$ cat config.mk
export PLATFORM = sky130hd
export DESIGN_NAME = type_length_frame_parser
export DESIGN_NICKNAME = d
export VERILOG_FILES = /design/src/design/tlfp_pkg.sv /design/src/design/tlfp_front.sv /design/src/design/tlfp_queue.sv /design/src/design/tlfp_back.sv /design/src/design/type_length_frame_parser.sv
export SDC_FILE = /design/constraint.sdc
export NUM_CORES = 1
export LEC_CHECK = 0
export ABC_CLOCK_PERIOD_IN_PS = 11300
export BUFFER_PORTS_ARGS = -buffer_cell sky130_fd_sc_hd__buf_2
export CAP_MARGIN = 30
export CORE_MARGIN = 8
export CORE_UTILIZATION = 34
export CTS_CLUSTER_DIAMETER = 120
export DETAILED_ROUTE_END_ITERATION = 6
export PLACE_DENSITY_LB_ADDON = 0.2
export SLEW_MARGIN = 10
export SYNTH_ARGS = -nofsm -noshare
export SYNTH_HDL_FRONTEND = slang
export SYNTH_SLANG_ARGS = --single-unit
$ cat constraint.sdc
create_clock -name clk_i -period 11.3 [get_ports clk_i]
set_input_delay 2.26 -clock clk_i [delete_from_list [all_inputs] [get_ports clk_i]]
set_output_delay 2.26 -clock clk_i [all_outputs]
set_load 0.1 [all_outputs]
$ cat src/design/tlfp_pkg.sv
`timescale 1ns / 1ps
`default_nettype none

package tlfp_pkg;

  localparam logic [7:0] KindData   = 8'h00;
  localparam logic [7:0] KindResize = 8'h01;
  localparam logic [31:0] ResizeLen = 32'd4;

  localparam int unsigned QueueDepth = 4;
  localparam int unsigned QueuePtrW  = $clog2(QueueDepth);
  localparam int unsigned QueueCntW  = $clog2(QueueDepth + 1);

  typedef enum logic [2:0] {
    PhType    = 3'b001,
    PhLen     = 3'b010,
    PhPayload = 3'b100
  } phase_e;

  typedef struct packed {
    logic        kind;
    logic [7:0]  data;
    logic [15:0] cols;
    logic [15:0] rows;
  } res_t;

  typedef struct packed {
    logic full;
    logic empty;
  } queue_status_t;

endpackage

`default_nettype wire

$ cat src/design/tlfp_front.sv
`timescale 1ns / 1ps
`default_nettype none

module tlfp_front (
  input  wire logic          clk_i,
  input  wire logic          rst_ni,
  input  wire logic          accept_i,
  input  wire logic [7:0]    in_byte_i,
  output tlfp_pkg::res_t     res_o,
  output logic               res_valid_o
);

  tlfp_pkg::phase_e phase_q, phase_d;
  logic [7:0]  kind_q, kind_d;
  logic [1:0]  len_cnt_q, len_cnt_d;
  logic [31:0] tot_len_q, tot_len_d;
  logic [31:0] rcvd_q, rcvd_d;
  logic [7:0]  rsz_q [4];
  logic [7:0]  rsz_d [4];
  logic [31:0] rcvd_inc;

  assign rcvd_inc = rcvd_q + 32'd1;

  always_comb begin
    phase_d     = phase_q;
    kind_d      = kind_q;
    len_cnt_d   = len_cnt_q;
    tot_len_d   = tot_len_q;
    rcvd_d      = rcvd_q;
    rsz_d       = rsz_q;
    res_valid_o = 1'b0;
    res_o       = '0;
    if (accept_i) begin
      case (phase_q)
        tlfp_pkg::PhLen: begin
          tot_len_d = {tot_len_q[23:0], in_byte_i};
          len_cnt_d = len_cnt_q + 2'd1;
          if (len_cnt_q == 2'd3) begin
            rcvd_d  = '0;
            phase_d = (tot_len_d == 32'd0) ? tlfp_pkg::PhType : tlfp_pkg::PhPayload;
          end
        end
        tlfp_pkg::PhPayload: begin
          if (kind_q == tlfp_pkg::KindData) begin
            res_valid_o = 1'b1;
            res_o.kind  = 1'b0;
            res_o.data  = in_byte_i;
          end else if (kind_q == tlfp_pkg::KindResize && rcvd_q < tlfp_pkg::ResizeLen) begin
            rsz_d[rcvd_q[1:0]] = in_byte_i;
          end
          rcvd_d = rcvd_inc;
          if (rcvd_inc == tot_len_q) begin
            if (kind_q == tlfp_pkg::KindResize && tot_len_q >= tlfp_pkg::ResizeLen) begin
              res_valid_o = 1'b1;
              res_o.kind  = 1'b1;
              res_o.cols  = {rsz_d[0], rsz_d[1]};
              res_o.rows  = {rsz_d[2], rsz_d[3]};
            end
            phase_d = tlfp_pkg::PhType;
          end
        end
        default: begin
          kind_d    = in_byte_i;
          len_cnt_d = '0;
          tot_len_d = '0;
          phase_d   = tlfp_pkg::PhLen;
        end
      endcase
    end
  end

  always_ff @(posedge clk_i or negedge rst_ni) begin
    if (!rst_ni) begin
      phase_q   <= tlfp_pkg::PhType;
      kind_q    <= '0;
      len_cnt_q <= '0;
      tot_len_q <= '0;
      rcvd_q    <= '0;
    end else begin
      phase_q   <= phase_d;
      kind_q    <= kind_d;
      len_cnt_q <= len_cnt_d;
      tot_len_q <= tot_len_d;
      rcvd_q    <= rcvd_d;
    end
  end

  always_ff @(posedge clk_i) begin
    rsz_q <= rsz_d;
  end

endmodule

`default_nettype wire

$ cat src/design/tlfp_queue.sv
`timescale 1ns / 1ps
`default_nettype none

module tlfp_queue (
  input  wire logic              clk_i,
  input  wire logic              rst_ni,
  input  wire logic              push_i,
  input  tlfp_pkg::res_t         push_data_i,
  input  wire logic              pop_i,
  output tlfp_pkg::res_t         pop_data_o,
  output tlfp_pkg::queue_status_t status_o
);

  tlfp_pkg::res_t mem_q [tlfp_pkg::QueueDepth];
  logic [tlfp_pkg::QueuePtrW-1:0] wr_ptr_q, rd_ptr_q;
  logic [tlfp_pkg::QueueCntW-1:0] cnt_q;
  logic do_push, do_pop;

  assign status_o.full  = (cnt_q == tlfp_pkg::QueueCntW'(tlfp_pkg::QueueDepth));
  assign status_o.empty = (cnt_q == '0);
  assign do_push        = push_i && !status_o.full;
  assign do_pop         = pop_i && !status_o.empty;
  assign pop_data_o     = mem_q[rd_ptr_q];

  always_ff @(posedge clk_i or negedge rst_ni) begin
    if (!rst_ni) begin
      wr_ptr_q <= '0;
      rd_ptr_q <= '0;
      cnt_q    <= '0;
    end else begin
      if (do_push) begin
        wr_ptr_q <= wr_ptr_q + tlfp_pkg::QueuePtrW'(1);
      end
      if (do_pop) begin
        rd_ptr_q <= rd_ptr_q + tlfp_pkg::QueuePtrW'(1);
      end
      if (do_push && !do_pop) begin
        cnt_q <= cnt_q + tlfp_pkg::QueueCntW'(1);
      end else if (do_pop && !do_push) begin
        cnt_q <= cnt_q - tlfp_pkg::QueueCntW'(1);
      end
    end
  end

  always_ff @(posedge clk_i) begin
    if (do_push) begin
      mem_q[wr_ptr_q] <= push_data_i;
    end
  end

endmodule

`default_nettype wire

$ cat src/design/tlfp_back.sv
`timescale 1ns / 1ps
`default_nettype none

module tlfp_back (
  input  wire logic               clk_i,
  input  wire logic               rst_ni,
  input  tlfp_pkg::queue_status_t status_i,
  input  tlfp_pkg::res_t          head_i,
  output logic                    pop_o,
  output logic                    out_valid_o,
  input  wire logic               out_stall_i,
  output tlfp_pkg::res_t          out_o
);

  logic           valid_q;
  tlfp_pkg::res_t data_q;
  logic           load;

  assign load        = !valid_q || !out_stall_i;
  assign pop_o       = load && !status_i.empty;
  assign out_valid_o = valid_q;
  assign out_o       = data_q;

  always_ff @(posedge clk_i or negedge rst_ni) begin
    if (!rst_ni) begin
      valid_q <= 1'b0;
    end else if (load) begin
      valid_q <= !status_i.empty;
    end
  end

  always_ff @(posedge clk_i) begin
    if (pop_o) begin
      data_q <= head_i;
    end
  end

endmodule

`default_nettype wire

$ cat src/design/type_length_frame_parser.sv
// type/length/value deframer, one stream byte per input word
// input channel: in_valid_i / in_stall_o with in_byte_i; a word moves when
//   valid is high and stall is low
// output channel: out_valid_o / out_stall_i with out_kind_o (0 data, 1 resize),
//   out_byte_o for data words, out_cols_o / out_rows_o for resize words
// a frame is a type byte, a 4-byte big-endian length and the payload; type 0
//   payload bytes come out one word each, a type 1 frame of length 4 or more
//   gives one resize word after its last byte, other frames give nothing
// throughput: one input byte per cycle while in_stall_o is low; results leave
//   through a 4-entry queue and an output register
// the edge that accepts a byte writes its result into the queue and the next
//   edge loads the output register, which then offers the result when nothing
//   waits ahead of it
// when the receiver stalls, the output word holds and results collect in the
//   queue; in_stall_o rises once the queue is full
// reset clears the parser to awaiting a type byte and empties queue and output
`timescale 1ns / 1ps
`default_nettype none

module type_length_frame_parser (
  input  wire logic        clk_i,
  input  wire logic        rst_ni,
  input  wire logic        in_valid_i,
  output logic             in_stall_o,
  input  wire logic [7:0]  in_byte_i,
  output logic             out_valid_o,
  input  wire logic        out_stall_i,
  output logic             out_kind_o,
  output logic [7:0]       out_byte_o,
  output logic [15:0]      out_cols_o,
  output logic [15:0]      out_rows_o
);

  tlfp_pkg::res_t          front_res, head, out_res;
  tlfp_pkg::queue_status_t q_status;
  logic                    front_valid, accept, pop;

  assign in_stall_o = q_status.full;
  assign accept     = in_valid_i && !in_stall_o;

  tlfp_front u_front (
    .clk_i       (clk_i),
    .rst_ni      (rst_ni),
    .accept_i    (accept),
    .in_byte_i   (in_byte_i),
    .res_o       (front_res),
    .res_valid_o (front_valid)
  );

  tlfp_queue u_queue (
    .clk_i       (clk_i),
    .rst_ni      (rst_ni),
    .push_i      (front_valid),
    .push_data_i (front_res),
    .pop_i       (pop),
    .pop_data_o  (head),
    .status_o    (q_status)
  );

  tlfp_back u_back (
    .clk_i       (clk_i),
    .rst_ni      (rst_ni),
    .status_i    (q_status),
    .head_i      (head),
    .pop_o       (pop),
    .out_valid_o (out_valid_o),
    .out_stall_i (out_stall_i),
    .out_o       (out_res)
  );

  assign out_kind_o = out_res.kind;
  assign out_byte_o = out_res.data;
  assign out_cols_o = out_res.cols;
  assign out_rows_o = out_res.rows;

endmodule

`default_nettype wire
# --- Word-level counts from Yosys, hierarchy flattened ---
# Memories as Yosys holds them, arrays and structs flattened. A register that Yosys moved wholly into a read port is not among the register bits.
# Cells that the tools add are included.
totals:
  reg_bits: 117
  ram_bits: 164
  mem_count: 1
mem_list:
  columns: ["name", "depth", "word_bits", "rd", "rd_clocked_by_memory_dff", "write_ports", "line", "rtl"]
  rows:
  - ["u_queue.mem_q", 4, 41, 1, 1, 1, "tlfp_queue.sv:14", "tlfp_pkg::res_t mem_q [tlfp_pkg::QueueDepth];"]
classes:
  add_sub_neg: 6
  order_cmp: 4
  eq_ne: 8
  muxes: 29
  n_bitwise: 3
  reduce_logical: 27
ops:
  columns: ["op", "count"]
  rows:
  - ["$mux W32", 5]
  - ["$pmux W32 S2", 2]
  - ["$mux W41", 2]
  - ["$add A32 B1 Y32 const B", 1]
  - ["$bwmux W32", 1]
  - ["$eq A32 B32 Y1", 1]
  - ["$ge A32 B3 Y1 const B", 1]
  - ["$logic_not A32 Y1", 1]
  - ["$lt A32 B3 Y1 const B", 1]
  - ["$demux W8 S2", 1]
  - ["$mux W8", 2]
  - ["$mux W3", 5]
  - ["$logic_and A1 B1 Y1", 9]
  - ["$mux W1", 9]
  - ["$eq A8 B1 Y1 const B", 1]
  - ["$logic_not A8 Y1", 1]
  - ["$add A2 B1 Y2 const B", 3]
  - ["$eq A3 B3 Y1 const B", 2]
  - ["$logic_not A1 Y1", 6]
  - ["$pmux W3 S2", 1]
  - ["$reduce_and A2 Y1", 3]
  - ["$reduce_and A3 Y1", 2]
  - ["$ne A2 B1 Y1 const B", 2]
  - ["$pmux W2 S2", 1]
  - ["other kinds (12)", 14]

# --- Logic depth before layout (Yosys ltp) ---
# Gate-level depths: netlist of run 1.
logic_depth:
  word_depth: 12
  ltp_mapped: 15
  depth_no_buf: 14

# --- Cells and area by module ---
# A second synthesis of run 1 with hierarchy kept.
unflattened:
  cells_unflattened: 992
  area_unflattened_um2: 14318.7
modules_own_cells:
  columns: ["module", "n_inst", "cells_per_inst", "area_each_um2"]
  rows:
  - ["tlfp_front", 1, 696, 6633.9]
  - ["tlfp_queue", 1, 251, 6399.9]
  - ["tlfp_back", 1, 44, 1271.2]
  - ["type_length_frame_parser", 1, 1, 13.8]

# --- Worst setup path after synthesis of run 1 ---
# OpenSTA, ideal clock, no wires.
synth_timing:
  kind: "in2reg"
  start: "input port out_stall_i"
  end: "register u_queue.cnt_q[1] (netlist name)"
  setup_ns: 0.125
  arrival_ns: 5.525
  required_ns: 11.175
  setup_slack_ns: 5.650
  stages: 6
  path_buffers: 0
  path_cell_list: "a21oi_1 > inv_1 > ha_1 > inv_1 > fa_1 > mux2_2"
synth_between:
  elab_chain_len: 7
synth_rtl:
  columns: ["item", "line", "rtl"]
  rows:
  - ["start, declared", "type_length_frame_parser.sv:27", "input wire logic out_stall_i,"]
  - ["$logic_not A1 Y1 *", "tlfp_back.sv:19", "assign load = !valid_q || !out_stall_i;"]
  - ["$logic_or A1 B1 Y1 *", "tlfp_back.sv:19", null]
  - ["$logic_and A1 B1 Y1 *", "tlfp_back.sv:20", "assign pop_o = load && !status_i.empty;"]
  - ["$logic_and A1 B1 Y1 *", "tlfp_queue.sv:22", "assign do_pop = pop_i && !status_o.empty;"]
  - ["$logic_not A1 Y1", "tlfp_queue.sv:37", "if (do_push && !do_pop) begin"]
  - ["$logic_and A1 B1 Y1", "tlfp_queue.sv:37", null]
  - ["$mux W3 / $reduce_bool A2 Y1 (equally long branches)", null, null]
  - ["end signal, assigned", "tlfp_queue.sv:38", "cnt_q <= cnt_q + tlfp_pkg::QueueCntW'(1);"]
  - ["end signal, assigned", "tlfp_queue.sv:40", "cnt_q <= cnt_q - tlfp_pkg::QueueCntW'(1);"]
  - ["end, declared", "tlfp_queue.sv:16", "logic [tlfp_pkg::QueueCntW-1:0] cnt_q;"]
# Mark *: on every way between the ends. The rest lies on a longest branch, timed or not.
# A chain may end at the register's enable or synchronous reset.

# --- Worst setup path in the final report of run 1 ---
layout_timing:
  start: "input port in_valid_i"
  end: "register u_queue.cnt_q[2] (netlist name)"
layout_between:
  elab_chain_len: 6
layout_rtl:
  columns: ["item", "line", "rtl"]
  rows:
  - ["start, declared", "type_length_frame_parser.sv:23", "input wire logic in_valid_i,"]
  - ["$logic_and A1 B1 Y1 *", "type_length_frame_parser.sv:39", "assign accept = in_valid_i && !in_stall_o;"]
  - ["$mux W1 *", "tlfp_front.sv:33", "if (accept_i) begin"]
  - ["$logic_and A1 B1 Y1 *", "tlfp_queue.sv:21", "assign do_push = push_i && !status_o.full;"]
  - ["named net u_queue.do_push", "tlfp_queue.sv:17", "logic do_push, do_pop;"]
  - ["$logic_not A1 Y1", "tlfp_queue.sv:39", "end else if (do_pop && !do_push) begin"]
  - ["$logic_and A1 B1 Y1", "tlfp_queue.sv:39", null]
  - ["$reduce_bool A2 Y1 (no line)", null, null]
# The timed path passes the listed nets; every way through them passes the cells marked *.

==> results_dict.tcl, run 1 <==
set metrics [dict create \
    viasPerCell 5.14 \
    crit_buf_inv 3 \
    finalHoldViolCount 0 \
    worst_pin_slew_ps 857 \
    crit_path_max_fanout 42 \
    post-route-min-period_ps 4730 \
    ys_seq_elements 322 \
    first_pass_iters 5 \
    holdWs_ps 489 \
    worst-path-stages 12 \
    cts_buffer_depth 3 \
    netlist_instances 900 \
    io_pins 55 \
    numPortBuffers 54 \
    cap_violations 0 \
    seq_power_share_pct 41.3 \
    drv_slew 0 \
    hpwl_um 19200 \
    ant_nets 0 \
    status "finished, final reports clean" \
    hold_buffers 0 \
    numCtsBuffers 37 \
    ys_warn_count 0 \
    clockPowerShare_pct 29.1 \
    path_cells "buf_2 -> nor2b_1 -> nand2_1 -> buf_4 -> a311o_1 -> o41ai_4 -> ha_1 -> inv_1 -> fa_1 -> xor2_1 -> nor2_1 -> xor2_1" \
    initial_core_util_pct 34.3 \
    clkTransAtPathRegs_ps 60 \
    track_usage_pct 13.7 \
    total_power_mw 3.79 \
    gr-total-overflow 0 \
    drive_gt1_share_pct 25.9 \
    cts_tree "built" \
    cp-start-kind "input pin" \
    synth_edf_count 237 \
    vdd.ir_drop.worst_v 0.000104 \
    hold_path_depth 1 \
    worstPathRequired_ps 11770 \
    crit_family "compound AO/OA/AOI/OAI gates" \
    synth_top_area_share_pct 51.2 \
    timing.fmax_mhz 212 \
    synth_top_cell_by_area "edfxtp_1" \
    slew_headroom_pct 42.5 \
    cpMaxStageDelayCell "o41ai_4" \
    p_int_mw 2.41 \
    crit_path_frequent_cell "xor2_1" \
    grt_max_degree 61 \
    syn_area_um2 13900 \
    grt_pass1_wl_um 50000 \
    ys.flop_type "edfxtp_1" \
    dr.first_iter.drc_count 448 \
    wl_per_cell_um 21.0 \
    n_antenna_cell 0 \
    ys_top_cells_by_count "237 x edfxtp_1, 84 x dfrtp_1, 43 x mux2_2" \
    p_comb_share_pct 29.6 \
    fp.dieH_um 218 \
    drt_wl_total_um 31800 \
    synth.net_count 923 \
    clock_latency_ps 550 \
    setup_viol 0 \
    core_um2 40600 \
    cts_setup_buffers 0 \
    grt_pass1_vias 8023 \
    hold_class "reg -> reg" \
    synthTopCellsByArea "edfxtp_1 51%, dfrtp_1 15%, mux4_2 6.6%" \
    ys_seq_area_share_pct 66.5 \
    num_vias 7791 \
    skew_ps 29.2 \
    rsz0062_at_grt "no" \
    fin_setup_tns_ps 0 \
    async_flop_share_pct 26.4 \
    endpoint_kind "register" \
    p_sw_mw 1.39 \
    max_stage_delay_ps 480 \
    drc 0 \
    crit_type "in -> reg" \
    dieArea_um2 47600 \
    p_sw_share_pct 36.5 \
    antenna_found_initial 0 \
    cp_data_arrival_time_ps 5190 \
    power.density_nw_per_um2 239 \
    htreeDepth 2 \
    root_buffer "clkbuf_16" \
    area_growth_syn_to_layout_pct 14.2 \
    die_x_um 218 \
    min_period_over_period_pct 41.8 \
    syn_area_per_cell_um2 15.4 \
    synth.most_common_cell "edfxtp_1" \
    ys_types 61 \
    p_leak_nw 5.58 \
    clock_sinks 322 \
    stdcell_area_um2 15900 \
    nets 981 \
    final_core_util_pct 39.1 \
    place_area_um2 14700 \
    gp_congestion 0.862 \
    r2r_cells 15 \
    num_rows 74 \
    fill_cells 3774 \
    post_cts_resize_count 0 \
]
metrics by stage:
stage	instances	setup WS [ps]
final	1517	6570
after global routing	1517	6150
after CTS	1516	6620
after detailed placement	1450	6030
after global placement	1449	6110
after floorplan	900	5650
placed cells by master, fill, tap and decap left out, types with 3 or more instances in the layout:
cell type	instances
buf_2	54
mux4_2	41
nor3b_1	3
buf_4	16
or3_1	5
nor2_1	29
nand4_1	16
ha_1	10
o31ai_1	16
clkbuf_16	38
and2_2	4
xnor2_1	34
edfxtp_1	237
nor4_1	25
o21ai_0	36
nor3_1	9
inv_1	10
nor2b_2	29
a22o_1	34
nand2_1	42
clkbuf_1	9
a21oi_1	16
clkinv_2	6
xor2_1	20
a21o_1	7
nand2b_1	4
dfrtp_1	82
clkinv_1	7
nand3_1	18
and3_1	11
and2_1	17
o41ai_1	4
mux2_2	43
nor2b_1	5
a31oi_1	3
power by group through the flow:
stage | registers (mW) | clock network, mW | logic, mW
4_1_cts | 1.57 | 1.14 | 1.14
2_1_floorplan | 1.95 | 0 | 0.496
6_report | 1.57 | 1.10 | 1.12
3_3_place_gp | 1.59 | 0 | 1.13
3_5_place_dp | 1.59 | 0 | 1.13
5_1_grt | 1.59 | 1.19 | 1.19
final timing paths:
check,slack (ps),start,endpoint
max,6570,in_valid_i,u_queue.cnt_q[2]
min,490,u_queue.cnt_q[2],u_queue.cnt_q[2]
max reg2reg,6600,u_front.rcvd_q[0],u_queue.cnt_q[2]
min reg2reg,490,u_queue.cnt_q[2],u_queue.cnt_q[2]
max in group asynchronous,8510,rst_ni,u_queue.rd_ptr_q[0]
min in group asynchronous,1630,rst_ni,u_front.rcvd_q[23]
metal layers:
layer | wire [µm] | vias up | share of wire (%) | track usage, %
li1 | - | 3603 | - | -
met1 | 14100 | 3974 | 44 | 17.9
met2 | 15500 | 167 | 49 | 22.6
met3 | 1460 | 47 | 4.6 | 2.68
met4 | 725 | 0 | 2.3 | 4.37
met5 | 0 | - | 0 | 0
flip-flops by register name (all words and copies together), names as in the netlist:
name,flops
u_back.out_valid_o,1
u_queue.rd_ptr_q,2
u_queue.mem_q,164
u_queue.wr_ptr_q,2
u_front.len_cnt_q,2
u_front.kind_q,8
u_back.out_o,41
u_queue.cnt_q,3
u_front.rsz_q,32
u_front.tot_len_q,32
u_front.phase_q,3
u_front.rcvd_q,32
logic make-up (layout without fill, tap and decap cells):
logic type / after synthesis / after routing / share of synthesized area [%]
flip-flops: 322 / 322 / 66.5
AND/OR/NAND/NOR: 233 / 233 / 10.1
AO/OA/AOI/OAI: 131 / 131 / 6.65
multiplexers: 86 / 86 / 10.3
buffers and inverters: 63 / 148 / 2.00
XOR/XNOR: 54 / 54 / 3.40
adder cells (fa/ha/maj): 11 / 11 / 1.04
cell type report:
type / count / area [µm²] / area share [%]
flip-flops and latches: 322 / 9250 / 58.3
clock buffers: 48 / 998 / 6.29
multi-input cells: 515 / 4390 / 27.7
well taps: 532 / 666 / 4.19
inverters: 11 / 41.3 / 0.260
repair buffers: 71 / 410 / 2.59
clock inverters: 18 / 116 / 0.733
No activity file was read; power rests on OpenSTA's default activity.
==> inputs of run 2 (changes only) <==
--- a/config.mk
+++ b/config.mk
@@ -5,7 +5,7 @@
 export SDC_FILE = /design/constraint.sdc
 export NUM_CORES = 1
 export LEC_CHECK = 0
-export ABC_CLOCK_PERIOD_IN_PS = 11300
+export ABC_CLOCK_PERIOD_IN_PS = 4850
 export BUFFER_PORTS_ARGS = -buffer_cell sky130_fd_sc_hd__buf_2
 export CAP_MARGIN = 30
 export CORE_MARGIN = 8
==> constraint.sdc (replaced) <==
create_clock -name clk_i -period 4.85 [get_ports clk_i]
set_input_delay 0.97 -clock clk_i [delete_from_list [all_inputs] [get_ports clk_i]]
set_output_delay 0.97 -clock clk_i [all_outputs]
set_load 0.1 [all_outputs]
==> run 2 against run 1 <==
Global-route usage shrank 0.25 points. Non-clock buffer count grew 6. Cell count grew 0.40%. Die area is the same. Setup slack lost 6200 ps. Critical path type is now reg -> reg. Critical endpoint unchanged. Highest routed layer unchanged.
==> results_dict.tcl, run 2 (synthesized netlist as in run 1, its figures left out) <==
set metrics [dict create \
    gp_congestion 0.869 \
    cts_buffer_depth 3 \
    worstReg2RegEnd "u_queue.cnt_q[2]" \
    cts_tree "built" \
    cpMaxStageDelayCell "dfrtp_1" \
    cap_violations 0 \
    hold_buffers 0 \
    dr.first_iter.drc_count 542 \
    clkTransAtPathRegs_ps 60 \
    min_period_over_period_pct 91.5 \
    final_common_cell "edfxtp_1" \
    cp-start-kind "register" \
    r2r_cells 14 \
    timing.fmax_mhz 225 \
    setup_viol 0 \
    track_usage_pct 13.4 \
    cts_setup_buffers 0 \
    numCtsBuffers 36 \
    drv_slew 0 \
    largest_reg_flops 164 \
    worst-r2r-setup-slack_ps 410 \
    p_sw_mw 3.20 \
    worstPathRequired_ps 5310 \
    drc 0 \
    root_buffer "clkbuf_16" \
    clockPowerShare_pct 29.3 \
    p_comb_share_pct 29.1 \
    post-route-min-period_ps 4440 \
    skew_ps 28.6 \
    rsz0062_at_grt "no" \
    seq_power_share_pct 41.6 \
    viasPerCell 5.18 \
    drt_wl_total_um 31700 \
    finalHoldViolCount 0 \
    post_cts_resize_count 0 \
    fp.dieH_um 218 \
    crit_path_max_fanout 11 \
    reg2reg_from "u_front.rcvd_q[0]" \
    grt_max_degree 68 \
    multi_input_area_um2 4390 \
    final-seq-area_um2 9250 \
    wl_per_cell_um 20.8 \
    antenna_found_initial 0 \
    p_int_mw 5.63 \
    cp_data_arrival_time_ps 4900 \
    crit_type "reg -> reg" \
    path_cells "ha_1 -> nand3_1 -> nor3_2 -> and3_1 -> mux2i_1 -> a2111oi_1 -> nand4_1 -> o41ai_4 -> ha_1 -> inv_1 -> fa_1 -> xor2_1 -> nor2_1 -> xor2_1" \
    p_leak_nw 5.64 \
    numPortBuffers 54 \
    grt_pass1_wl_um 49600 \
    fin_setup_tns_ps 0 \
    final_cells 1523 \
    htreeDepth 2 \
    fill_cells 3772 \
    drive_gt1_share_pct 26.5 \
    p_sw_share_pct 36.3 \
    die_x_um 218 \
    gr-total-overflow 0 \
    first_pass_iters 5 \
    hold_class "in -> async" \
    grt_pass1_vias 8038 \
    clock_sinks 322 \
    total_power_mw 8.83 \
    final_cell_mix "237 x edfxtp_1, 82 x dfrtp_1, 54 x buf_2" \
    ant_nets 0 \
    vdd.ir_drop.worst_v 0.000269 \
    hpwl_um 19700 \
    power.density_nw_per_um2 552 \
    initial_core_util_pct 34.3 \
    dp_cells 1454 \
    max_stage_delay_ps 550 \
    n_antenna_cell 0 \
    num_rows 74 \
    slew_headroom_pct 50.9 \
    num_vias 7887 \
    nets 986 \
    status "finished, final reports clean" \
    io_pins 55 \
    worst_pin_slew_ps 731 \
    endpoint_kind "register" \
    crit_path_start "u_front.rcvd_q[0]" \
    clock_latency_ps 540 \
    dieArea_um2 47600 \
    core_um2 40600 \
    area_growth_syn_to_layout_pct 15.1 \
    largest-register "u_queue.mem_q" \
]
[run 2: power groups by stage]
stage	Sequential (mW)	Combinational (mW)	Clock, mW
after floorplan	4.55	1.16	0
after global placement	3.79	2.50	0
after detailed placement	3.73	2.59	0
after CTS	3.67	2.60	2.68
after global routing	3.71	2.74	2.79
final	3.67	2.57	2.59
[run 2: worst max path at each step]
stage                     endpoint  cells past startpoint
2_1_floorplan  u_queue.mem_q[0][0]                      7
3_3_place_gp      u_queue.cnt_q[2]                     14
3_5_place_dp      u_queue.cnt_q[2]                     14
4_1_cts           u_queue.cnt_q[2]                     14
5_1_grt           u_queue.cnt_q[2]                     14
6_report          u_queue.cnt_q[2]                     14
[run 2: worst max-delay path, delay by kind of cell, from the launching register on]
family                   cells  cell delay [ps]
flip-flops                   1              550
AND/OR/NAND/NOR              5             1200
multiplexers                 1              110
XOR/XNOR                     2              330
adder cells (fa/ha/maj)      3             1100
buffers and inverters        1               60
AO/OA/AOI/OAI                2             1010
[run 2: cell type report]
class                   count  area share, %
flip-flops and latches    322           57.8
multi-input cells         515           27.5
clock buffers              43           5.80
well taps                 532           4.16
repair buffers             77           3.29
clock inverters            23           1.20
inverters                  11          0.258
[run 2: stage by stage]
| step | cell area, µm² | hold slack (ps) | utilization, % | setup slack, ps |
|---|---|---|---|---|
| after floorplan | 13900 | 456 | - | 251 |
| after global placement | 14800 | 486 | 36.5 | 497 |
| after detailed placement | 14800 | 492 | 36.6 | 345 |
| after CTS | 16000 | 507 | 39.3 | 300 |
| after global routing | 16000 | 236 | 39.4 | 50.2 |
| final | 16000 | 258 | 39.4 | 413 |
[run 2: per-layer routing]
metal	wire [µm]	GRT usage [%]	share of wire, %
met5	0	0	0
met2	15500	22.4	49
met1	14200	17.6	45
met3	1310	2.57	4.1
met4	658	3.76	2.1
==> inputs of run 3 (changes only) <==
--- a/config.mk
+++ b/config.mk
@@ -9,7 +9,7 @@
 export BUFFER_PORTS_ARGS = -buffer_cell sky130_fd_sc_hd__buf_2
 export CAP_MARGIN = 30
 export CORE_MARGIN = 8
-export CORE_UTILIZATION = 34
+export CORE_UTILIZATION = 55
 export CTS_CLUSTER_DIAMETER = 120
 export DETAILED_ROUTE_END_ITERATION = 6
 export PLACE_DENSITY_LB_ADDON = 0.2
==> run 3 against run 2 <==
Core utilization grew 23 points. Register-to-register slack lost 50 ps. Total power shrank 2.1%. Maximum frequency shrank 1.1%. Largest cell class unchanged. Largest power group unchanged. Critical path type unchanged. Die area shrank 36%.
==> results_dict.tcl, run 3 (synthesized netlist as in run 1, its figures left out) <==
set metrics [dict create \
    first_pass_iters 5 \
    final_core_util_pct 62.7 \
    viasPerCell 6.03 \
    core_um2 25000 \
    min_period_over_period_pct 92.5 \
    gr-total-overflow 0 \
    htreeDepth 1 \
    drv_slew 0 \
    dr.first_iter.drc_count 649 \
    grt_pass1_vias 7790 \
    cts_buffer_depth 3 \
    crit_type "reg -> reg" \
    cts_setup_buffers 0 \
    antenna_found_initial 1 \
    numCtsBuffers 31 \
    clkTransAtPathRegs_ps 60 \
    wl_per_cell_um 22.4 \
    worstPathRequired_ps 5330 \
    drc 0 \
    setup_viol 0 \
    gp_congestion 0.913 \
    timing.fmax_mhz 223 \
    slew_headroom_pct 43.5 \
    post_cts_resize_count 0 \
    ant_nets 0 \
    hold_class "in -> async" \
    cap_violations 0 \
    nets 979 \
    final_common_cell "edfxtp_1" \
    worst-r2r-setup-slack_ps 360 \
    cp-start-kind "register" \
    hold_buffers 0 \
    area_growth_syn_to_layout_pct 12.6 \
    drt_wl_total_um 29400 \
    io_pins 55 \
    post-route-min-period_ps 4490 \
    cts_tree "built" \
    num_rows 58 \
    largest_reg_flops 164 \
    track_usage_pct 19.0 \
    clock_latency_ps 570 \
    endpoint_kind "register" \
    dieArea_um2 30600 \
    largest-register "u_queue.mem_q" \
    hpwl_um 18600 \
    final_cell_mix "237 x edfxtp_1, 82 x dfrtp_1, 54 x buf_2" \
    initial_core_util_pct 55.7 \
    fp.dieH_um 175 \
    n_antenna_cell 0 \
    skew_ps 14.5 \
    crit_path_max_fanout 11 \
    worst_pin_slew_ps 846 \
    stdcell_area_um2 15600 \
    vdd.ir_drop.worst_v 0.000358 \
    die_x_um 175 \
    grt_pass1_wl_um 45900 \
    finalHoldViolCount 0 \
    cp_data_arrival_time_ps 4970 \
    rsz0062_at_grt "no" \
    root_buffer "clkbuf_16" \
    place_area_um2 14600 \
    clock_sinks 322 \
    drive_gt1_share_pct 26.7 \
    grt_max_degree 56 \
    numPortBuffers 54 \
    num_vias 7907 \
    p_leak_nw 5.60 \
    status "finished, final reports clean" \
    fin_setup_tns_ps 0 \
    power.density_nw_per_um2 553 \
]
[run 3: through the flow]
step | hold slack [ps] | power, mW | std cells | setup slack (ps)
after floorplan | 456 | 5.70 | 900 | 251
after global placement | 486 | 6.23 | 1250 | 663
after detailed placement | 492 | 6.29 | 1252 | 481
after CTS | 483 | 8.71 | 1310 | 425
after global routing | 519 | 8.99 | 1311 | 33.3
final | 468 | 8.64 | 1311 | 364
[run 3: critical path: stages (launching register included)]
cell and delay [ps]:
dfrtp_1 530, ha_1 450, nand3_1 200, nor3_2 270, and3_1 280, mux2i_1 100
a2111oi_1 550, nand4_1 360, o41ai_4 420, buf_4 200, ha_1 180, inv_1 60
fa_1 370, xor2_1 160, nor2_1 100, xor2_1 170
[run 3: cell type report]
cell class / count / area (µm²)
fill: 1832 / 9320
sequential: 322 / 9250
multi-input combinational: 515 / 4390
clock buffer: 45 / 918
timing repair buffer: 75 / 510
tap: 330 / 413
clock inverter: 13 / 118
inverter: 11 / 41.3
[run 3: worst paths after layout]
path / start / endpoint / cells past startpoint
max: u_front.rcvd_q[0] / u_queue.cnt_q[2] / 15
min: rst_ni / u_front.rcvd_q[27] / 1
max reg2reg: u_front.rcvd_q[0] / u_queue.cnt_q[2] / 15
min reg2reg: u_front.len_cnt_q[1] / u_front.len_cnt_q[1] / 1
max in group asynchronous: rst_ni / u_front.tot_len_q[8] / 2
min in group clk_i: u_front.len_cnt_q[1] / u_front.len_cnt_q[1] / 1
[run 3: power breakdown]
group / internal, mW / leakage [nW] / switching (mW)
clock network: 1.38 / 0.521 / 1.03
logic: 0.804 / 1.84 / 1.77
registers: 3.34 / 3.24 / 0.330
total: 5.52 / 5.60 / 3.12
[run 3: metal layers]
layer  up-vias  routed length (µm)  part of all wire, %  GRT usage (%)
met4         0                 486                  1.7           3.99
met3        41                1830                  6.2           2.72
met1      4038               13300                   45           28.3
met2       235               13800                   47           29.4
li1       3593                   -                    -              -
met5         -                   0                    0              0
